--- config.mk ---
export PLATFORM = sky130hd
export DESIGN_NAME = vndt_normal_dec
export DESIGN_NICKNAME = d
export VERILOG_FILES = /design/src/design/vndt_pkg.sv /design/src/design/vndt_normal_dec.sv
export VERILOG_INCLUDE_DIRS = /design/src /design/src/design
export SDC_FILE = /design/constraint.sdc
export NUM_CORES = 2
export LEC_CHECK = 0
export BUFFER_PORTS_ARGS = -buffer_cell sky130_fd_sc_hd__buf_2
export CAP_MARGIN = 15
export CORE_MARGIN = 2
export CORE_UTILIZATION = 40
export DETAILED_ROUTE_END_ITERATION = 8
export GPL_TIMING_DRIVEN = 0
export PLACE_DENSITY = 0.55
export SLEW_MARGIN = 25
export SYNTH_ARGS = -nofsm -noshare
export SYNTH_HDL_FRONTEND = slang
export SYNTH_SLANG_ARGS = --single-unit
--- constraint.sdc ---
create_clock -name clk -period 8.25 [get_ports clk]
set_input_delay 0.4125 -clock clk [delete_from_list [all_inputs] [get_ports clk]]
set_output_delay 0.4125 -clock clk [all_outputs]
set_load 0.02 [all_outputs]
--- src/design/vertex_normal_decode_transform_assert.svh ---
// Assertion macros shared by the vertex transform pipeline modules.
// Expects clk and rst in the scope of each use.
`ifndef VERTEX_NORMAL_DECODE_TRANSFORM_ASSERT_SVH
`define VERTEX_NORMAL_DECODE_TRANSFORM_ASSERT_SVH

// same-cycle implication
`define VNDT_ASSERT_IMP(lbl, ante, cons, msg) \
  lbl: assert property (@(posedge clk) disable iff (rst) (ante) |-> (cons)) \
    else $error(msg);

// next-cycle implication
`define VNDT_ASSERT_NXT(lbl, ante, cons, msg) \
  lbl: assert property (@(posedge clk) disable iff (rst) (ante) |=> (cons)) \
    else $error(msg);

`endif

--- src/design/vndt_pkg.sv ---
// Types, sine table and helpers for the vertex normal decode / transform block.
// No dependencies.
`timescale 1ns / 1ps
`default_nettype none

package vndt_pkg;

  localparam int QSINE_N = 65;

  // quarter wave of sin(k*pi/128), Q1.14
  localparam logic [14:0] QSINE [QSINE_N] = '{
    15'd0, 15'd402, 15'd804, 15'd1205, 15'd1606, 15'd2006, 15'd2404, 15'd2801,
    15'd3196, 15'd3590, 15'd3981, 15'd4370, 15'd4756, 15'd5139, 15'd5520,
    15'd5897, 15'd6270, 15'd6639, 15'd7005, 15'd7366, 15'd7723, 15'd8076,
    15'd8423, 15'd8765, 15'd9102, 15'd9434, 15'd9760, 15'd10080, 15'd10394,
    15'd10702, 15'd11003, 15'd11297, 15'd11585, 15'd11866, 15'd12140,
    15'd12406, 15'd12665, 15'd12916, 15'd13160, 15'd13395, 15'd13623,
    15'd13842, 15'd14053, 15'd14256, 15'd14449, 15'd14635, 15'd14811,
    15'd14978, 15'd15137, 15'd15286, 15'd15426, 15'd15557, 15'd15679,
    15'd15791, 15'd15893, 15'd15986, 15'd16069, 15'd16143, 15'd16207,
    15'd16261, 15'd16305, 15'd16340, 15'd16364, 15'd16379, 15'd16384
  };

  localparam logic signed [16:0] V_ONE = 17'sd4096;

  // register indexes
  localparam logic [2:0] REG_SWAP_YZ    = 3'd0;
  localparam logic [2:0] REG_FLIP_V     = 3'd1;
  localparam logic [2:0] REG_USE_TAG    = 3'd2;
  localparam logic [2:0] REG_TAG_ROW_X  = 3'd3;
  localparam logic [2:0] REG_TAG_ROW_Y  = 3'd4;
  localparam logic [2:0] REG_TAG_ROW_Z  = 3'd5;
  localparam logic [2:0] REG_TAG_ORIGIN = 3'd6;

  typedef struct packed {
    logic              swap_yz;
    logic              flip_v;
    logic              use_tag;
    logic [2:0][2:0][15:0] coef;    // [row][col], signed Q1.14
    logic [2:0][19:0]  origin;      // signed, 1/64 units
  } cfg_t;

  typedef struct packed {
    logic [15:0] pos_x;
    logic [15:0] pos_y;
    logic [15:0] pos_z;
    logic [15:0] normal_code;
    logic [15:0] tex_s;
    logic [15:0] tex_t;
    logic        last;
  } vin_t;

  typedef struct packed {
    logic [2:0][15:0] pos;
    logic [2:0][15:0] nrm;          // signed Q.14
    logic [15:0]      tex_s;
    logic [15:0]      tex_t;
    logic             last;
  } vtx_t;

  typedef struct packed {
    logic [20:0] out_x;
    logic [20:0] out_y;
    logic [20:0] out_z;
    logic [17:0] norm_x;
    logic [17:0] norm_y;
    logic [17:0] norm_z;
    logic [15:0] tex_u;
    logic [16:0] tex_v;
    logic        last;
  } res_t;

  function automatic logic signed [15:0] table_sin(input logic [7:0] k);
    logic [7:0]         idx;
    logic               neg;
    logic signed [15:0] mag;
    if (k <= 8'd64) begin
      idx = k;
      neg = 1'b0;
    end else if (k <= 8'd128) begin
      idx = 8'd128 - k;
      neg = 1'b0;
    end else if (k <= 8'd192) begin
      idx = k - 8'd128;
      neg = 1'b1;
    end else begin
      idx = 8'd0 - k;
      neg = 1'b1;
    end
    mag = $signed({1'b0, QSINE[idx[6:0]]});
    return neg ? -mag : mag;
  endfunction

  function automatic logic signed [15:0] table_cos(input logic [7:0] k);
    return table_sin(k + 8'd64);
  endfunction

endpackage

`default_nettype wire

--- src/design/vndt_normal_dec.sv ---
// Normal decode: two stages, table lookup then lat/lng products with rounding.
// Uses vndt_pkg and the assertion macro header.
`timescale 1ns / 1ps
`default_nettype none
`include "vertex_normal_decode_transform_assert.svh"

module vndt_normal_dec import vndt_pkg::*; (
  input  logic clk,
  input  logic rst,
  input  logic in_valid,
  output logic in_ready,
  input  vin_t in_data,
  output logic out_valid,
  input  logic out_ready,
  output vtx_t out_data
);

  logic               v1, v2, adv1, adv2;
  logic [2:0][15:0]   pos1;
  logic [15:0]        tex_s1, tex_t1;
  logic               last1;
  logic signed [15:0] clat, slat, slng, clng;
  logic signed [31:0] px, py;
  logic signed [31:0] rx, ry;
  vtx_t               s2;
  logic               nrm_ok;

  assign adv2     = !v2 || out_ready;
  assign adv1     = !v1 || adv2;
  assign in_ready = adv1;

  always_ff @(posedge clk) begin
    if (rst) begin
      v1 <= 1'b0;
      v2 <= 1'b0;
    end else begin
      if (adv1) v1 <= in_valid;
      if (adv2) v2 <= v1;
    end
  end

  always_ff @(posedge clk) begin
    if (adv1 && in_valid) begin
      pos1   <= {in_data.pos_z, in_data.pos_y, in_data.pos_x};
      tex_s1 <= in_data.tex_s;
      tex_t1 <= in_data.tex_t;
      last1  <= in_data.last;
      clat   <= table_cos(in_data.normal_code[15:8]);
      slat   <= table_sin(in_data.normal_code[15:8]);
      slng   <= table_sin(in_data.normal_code[7:0]);
      clng   <= table_cos(in_data.normal_code[7:0]);
    end
  end

  always_comb begin
    px = clat * slng;
    py = slat * slng;
    rx = px + 32'sd8192;
    ry = py + 32'sd8192;
  end

  always_ff @(posedge clk) begin
    if (adv2 && v1) begin
      s2.pos    <= pos1;
      s2.nrm[0] <= rx[29:14];
      s2.nrm[1] <= ry[29:14];
      s2.nrm[2] <= clng;
      s2.tex_s  <= tex_s1;
      s2.tex_t  <= tex_t1;
      s2.last   <= last1;
    end
  end

  assign out_valid = v2;
  assign out_data  = s2;

  assign nrm_ok = ($signed(s2.nrm[0]) >= -16'sd16384) && ($signed(s2.nrm[0]) <= 16'sd16384) &&
                  ($signed(s2.nrm[1]) >= -16'sd16384) && ($signed(s2.nrm[1]) <= 16'sd16384);

  `VNDT_ASSERT_IMP(a_nrm_unit, v2, nrm_ok, "decoded normal out of unit range")
  `VNDT_ASSERT_NXT(a_fill, v1 && !v2, v2, "decode word lost between stages")

endmodule

`default_nettype wire

# After elaboration in Yosys (flattened, before gate mapping)
# Memory sizes are Yosys's and may differ from the RTL's.
# Index checks and enable logic that the tools add are counted.
[classes]
mux = 40
magnitude_cmp = 16
n_bitwise = 4
n_mul = 2
addsub = 20
n_reduce_logical = 6
[op_table]
columns = ["operator", "n"]
rows = [
  ["15-bit 2-to-1 mux", 12],
  ["7-bit 2-to-1 mux", 16],
  ["8-bit less-or-equal comparator, second input constant", 8],
  ["15-bit negator with 16-bit output", 4],
  ["30-bit by 15-bit adder with 30-bit output, second input constant", 2],
  ["16-bit by 16-bit multiplier with 30-bit output", 2],
  ["1-bit by 7-bit subtractor with 7-bit output, first input constant", 8],
  ["8-bit >= comparator, second input constant", 4],
  ["8-bit by 7-bit less-or-equal comparator with 1-bit output, second input constant", 4],
  ["7-bit inverter with 8-bit output", 4],
  ["7-bit by 1-bit subtractor with 7-bit output, second input constant", 4],
  ["8-bit by 7-bit adder with 8-bit output, second input constant", 2],
  ["1-bit 2-to-1 mux", 12],
  ["1-bit logical AND", 2],
  ["1-bit logical NOT", 2],
  ["1-bit logical OR", 2],
]
[totals]
memories = 4
regBits = 276
inputBits = 101
rom_bits = 7680
[memory_table]
columns = ["memory", "depth", "word_bits", "read_ports", "rd_ports_with_merged_regs", "write_ports", "line", "rtl"]
rows = [
  ["(name not given)", 128, 15, 1, 0, 0, "vndt_pkg.sv:90", "mag = $signed({1'b0, QSINE[idx[6:0]]});"],
  ["(name not given)", 128, 15, 1, 0, 0, "vndt_pkg.sv:90", ""],
  ["(name not given)", 128, 15, 1, 0, 0, "vndt_pkg.sv:90", ""],
  ["(name not given)", 128, 15, 1, 0, 0, "vndt_pkg.sv:90", ""],
]

# Longest topological paths before layout
[logic_depth]
depth_word = 12
depth_mapped = 26
depth_no_buf = 24

# Least setup slack after synthesis
# No wires, ideal clock.
[synth_timing]
path_kind = "register to register"
startpoint = "reg v2, in the netlist out_valid"
endpoint = "reg s2, in the netlist out_data[0] (enable)"
slack_ns = 1.353
required_time_ns = 7.616
stages_incl_launch_ff = 3
arrival_time_ns = 6.263
path_buffers = 0
setup_ns = 0.634
path_cell_list = "dfxtp_1 -> nor2b_1 -> nor2b_1"
[synth_via]
elab_chain_cells = 3
[synth_lines]
columns = ["element", "line", "rtl"]
rows = [
  ["start: declaration", "vndt_normal_dec.sv:18", "logic v1, v2, adv1, adv2;"],
  ["start signal: assignment", "vndt_normal_dec.sv:38", "if (adv2) v2 <= v1;"],
  ["1-bit logical NOT", "vndt_normal_dec.sv:28", "assign adv2 = !v2 || out_ready;"],
  ["1-bit logical OR", "vndt_normal_dec.sv:28", ""],
  ["1-bit logical AND", "vndt_normal_dec.sv:63", "if (adv2 && v1) begin"],
  ["end: declaration", "vndt_normal_dec.sv:25", "vtx_t s2;"],
]
# Every way passes these cells.
# A chain may end at the register's enable or synchronous reset.

# Final worst setup path
[layout_timing]
startpoint = "reg clat[5]"
endpoint = "reg s2, in the netlist out_data[48] (data pin)"
[layout_via]
elab_chain_cells = 2
[layout_lines]
columns = ["element", "line", "rtl"]
rows = [
  ["start: declaration", "vndt_normal_dec.sv:22", "logic signed [15:0] clat, slat, slng, clng;"],
  ["start signal: assignment", "vndt_normal_dec.sv:48", "clat <= table_cos(in_data.normal_code[15:8]);"],
  ["16-bit by 16-bit multiplier with 30-bit output", "vndt_normal_dec.sv:56", "px = clat * slng;"],
  ["30-bit by 15-bit adder with 30-bit output", "vndt_normal_dec.sv:58", "rx = px + 32'sd8192;"],
  ["net rx[29]", "vndt_normal_dec.sv:24", "logic signed [31:0] rx, ry;"],
]
# The timed path passes the listed nets, and every way through them passes these cells.

==> metrics <==
outcome completed; Detail Placement HPWL 89.9 mm; post-synthesis sequential area ratio between 20% and 30%; HP Class input port to register; grt ovf 0; num ports roughly 230; Post-Route WL between 100 and 150 mm; vias per cell ~5.5; crit-path max cell delay 0.61 ns; f_max 128 MHz; syn nets between 4000 and 5000; Avg Cell Area, Syn 9.68 sq um; RR Endpoint out_data[48]; worst slew pin tran 1.06 ns; via count just under 30000; reg2reg setup slack ~0.42 ns; Clk Latency, worst-skew pair 0.65 ns; Die Y a little over 300 um; Setup WS pre-CTS -0.648 ns; setup TNS 0 ns; Synth top area share a little over a quarter; Initial Util between 40% and 50%; Core ar. approximately 90000 sq um; Cell Area, Synth 36100 sq um; cts bufs inserted 30; RSZ-0062 raised after global routing no; Cell Rows between 100 and 150; DRC 0; first-pass GRT wire length between 150 and 200 mm; Post-Syn Instances between 3000 and 4000; Post-synth EDFFs between 200 and 300; Pins Over Slew Limit 0; commonest non-fill, non-tap cell in the layout inv_1; hold path start in_valid; Tot GR Track Use between 20% and 30%; Worst Setup End Kind register; most common flop cell mapped by yosys edfxtp_1; largest fanout on the critical path 10; vias in the first global route about 30000; commonest cells after routing, fill and taps aside 584 x inv_1, 496 x fa_1, 370 x nand2_1; Clock Pin Slew Worst Setup and Hold Paths ~0.060 ns; largest net degree at the start of global routing 48; Die X slightly above 300 um; footprint of the multi-input gates 24800 sq um; Placed Cells incl. Taps slightly above 5000; Crit-path slowest cell clkbuf_1; Yosys warnings 0; Synth Register Bits between 200 and 300; beginning of the worst register-to-register path clat[5]; fin nets approximately 4900; Synth async-reset ratio 0%; drt first pass iters 6; Worst Setup Path Type register to register; Most Frequent Cell on Critical Path fa_1; IO buf count about 230; Area Overhead vs Synth 12.9%; Arr. time, crit path around 8.2 ns; fraction of layout cells with a size suffix above 1 11.2%; clk sinks approximately 280; ANT nets after route 0; post-DR wirelength/cell around 22 um; initial antenna violation count 2; fillers about 8800; Layout Skew roughly 0.070 ns; max_cap viols 0; Max clock buf depth 3; root buffer cell clkbuf_16; CTS tree built; Critical Path RT about 8.6 ns; Slew Limit Headroom between 20% and 30%; min Tclk post-route 7.83 ns; endpoints failing setup 0; routability cong. a little over 0.9; hold path cells 3; fin crit share between 90% and 100%; worst r2r path cells 25; full die area about 90000 sq um; final setup margin roughly 0.42 ns; Final Hold Viols 0; CTS H-Tree Depth 1; CP Launch Type register; Post-Layout Cell Count roughly 5300; Register Area 8270 sq um; Worst Hold Margin 0.0530 ns; area leader, netlist fa_1; Hold Crit Endpoint v1; Initial DRC Count about 3000; library cells used by synthesis 120; ranking of synthesized cells by area fa_1 27%, edfxtp_1 23%, ha_1 7.4%
cell families (layout without fill, tap and decap cells):
group                      count (synthesis)  after routing  synth area share, %
AOI/OAI and AO/OA                        662            662                 13.1
xor gates and xnor gates                 143            143                 3.68
adders and majority gates                710            710                 34.9
buffers and inverters                    797           1171                 8.66
DFF                                      276            276                 22.9
muxes                                     29             29                0.973
other                                      0              3                    0
and+or+nand+nor                         1113           1113                 15.8
worst max-delay path: cells and delay by family (launching register included):
kind / cells / cell delay (ns)
xor gates and xnor gates: 1 / 0.09
DFF: 1 / 0.57
adders and majority gates: 7 / 3.10
buffers and inverters: 6 / 1.03
and+or+nand+nor: 1 / 0.24
AOI/OAI and AO/OA: 10 / 2.52
cell usage after synthesis, types with 19 or more instances:
| master | count |
|---|---|
| inv_1 | 584 |
| fa_1 | 496 |
| nand2_1 | 370 |
| edfxtp_1 | 274 |
| and2_1 | 250 |
| ha_1 | 214 |
| nor2_1 | 170 |
| a21oi_1 | 144 |
| clkbuf_1 | 138 |
| o21ai_0 | 115 |
| xnor2_1 | 97 |
| nand3_1 | 62 |
| nor3_1 | 60 |
| a211oi_1 | 43 |
| buf_2 | 39 |
| xor2_1 | 38 |
| nand2b_1 | 36 |
| a31oi_1 | 26 |
| o211ai_1 | 23 |
| nand4_1 | 22 |
| a21o_1 | 21 |
| o31ai_1 | 20 |
| nor2b_1 | 19 |
layout make-up:
class                   count  share of cell area [%]
clock inverters            20                   0.371
inverters                 591                    5.44
diodes                      3                  0.0184
multi-input cells        2657                    60.8
flip-flops and latches    276                    20.3
repair buffers            321                    5.36
well taps                1176                    3.61
clock buffers              33                    1.87
plain buffers             206                    2.29
sequential cells by signal, summed over array words and instances (netlist names):
register / flops
pos1: 48
out_data: 129
slat: 16
clng: 16
last1: 1
clat: 16
v1: 1
out_valid: 1
tex_s1: 16
tex_t1: 16
slng: 16
stage by stage:
step	cell area (sq um)	utilization [%]
finish	40800	45.4
global route	40800	45.4
CTS	40700	45.4
detailed placement	39000	43.4
global placement	38700	43.2
floorplan	36100	-
how the worst max path moves through the flow:
stage	start	end	slack (ns)
finish	clat[5]	out_data[48]	0.42
global route	clat[9]	out_data[48]	0.02
CTS	slng[1]	out_data[48]	0.02
detailed placement	slng[1]	out_data[48]	-0.65
global placement	out_ready	out_data[33]	-2.56
floorplan	out_valid	out_data[0]	1.35
metal layers:
layer / GRT usage [%] / up-vias / wire [um] / share of wire, %
met5: 0 / - / 13 / 0.011
met4: 7.26 / 2 / 3710 / 3.2
met3: 3.21 / 226 / 8050 / 7.0
met2: 40.4 / 1246 / 53600 / 47
met1: 34.6 / 14522 / 49500 / 43
li1: - / 13176 / - / -
repair_timing:
action                     CTS  global route
pin swaps                    0             1
setup endpoints to repair    6             3
resized for setup            6            24
hold buffers                82             0
hold endpoints to repair    83             0
buffers inserted             0             1
Power is left out: the tool's default activity adds up to more than one toggle a clock period on the data nets, which glitch-free logic cannot reach.
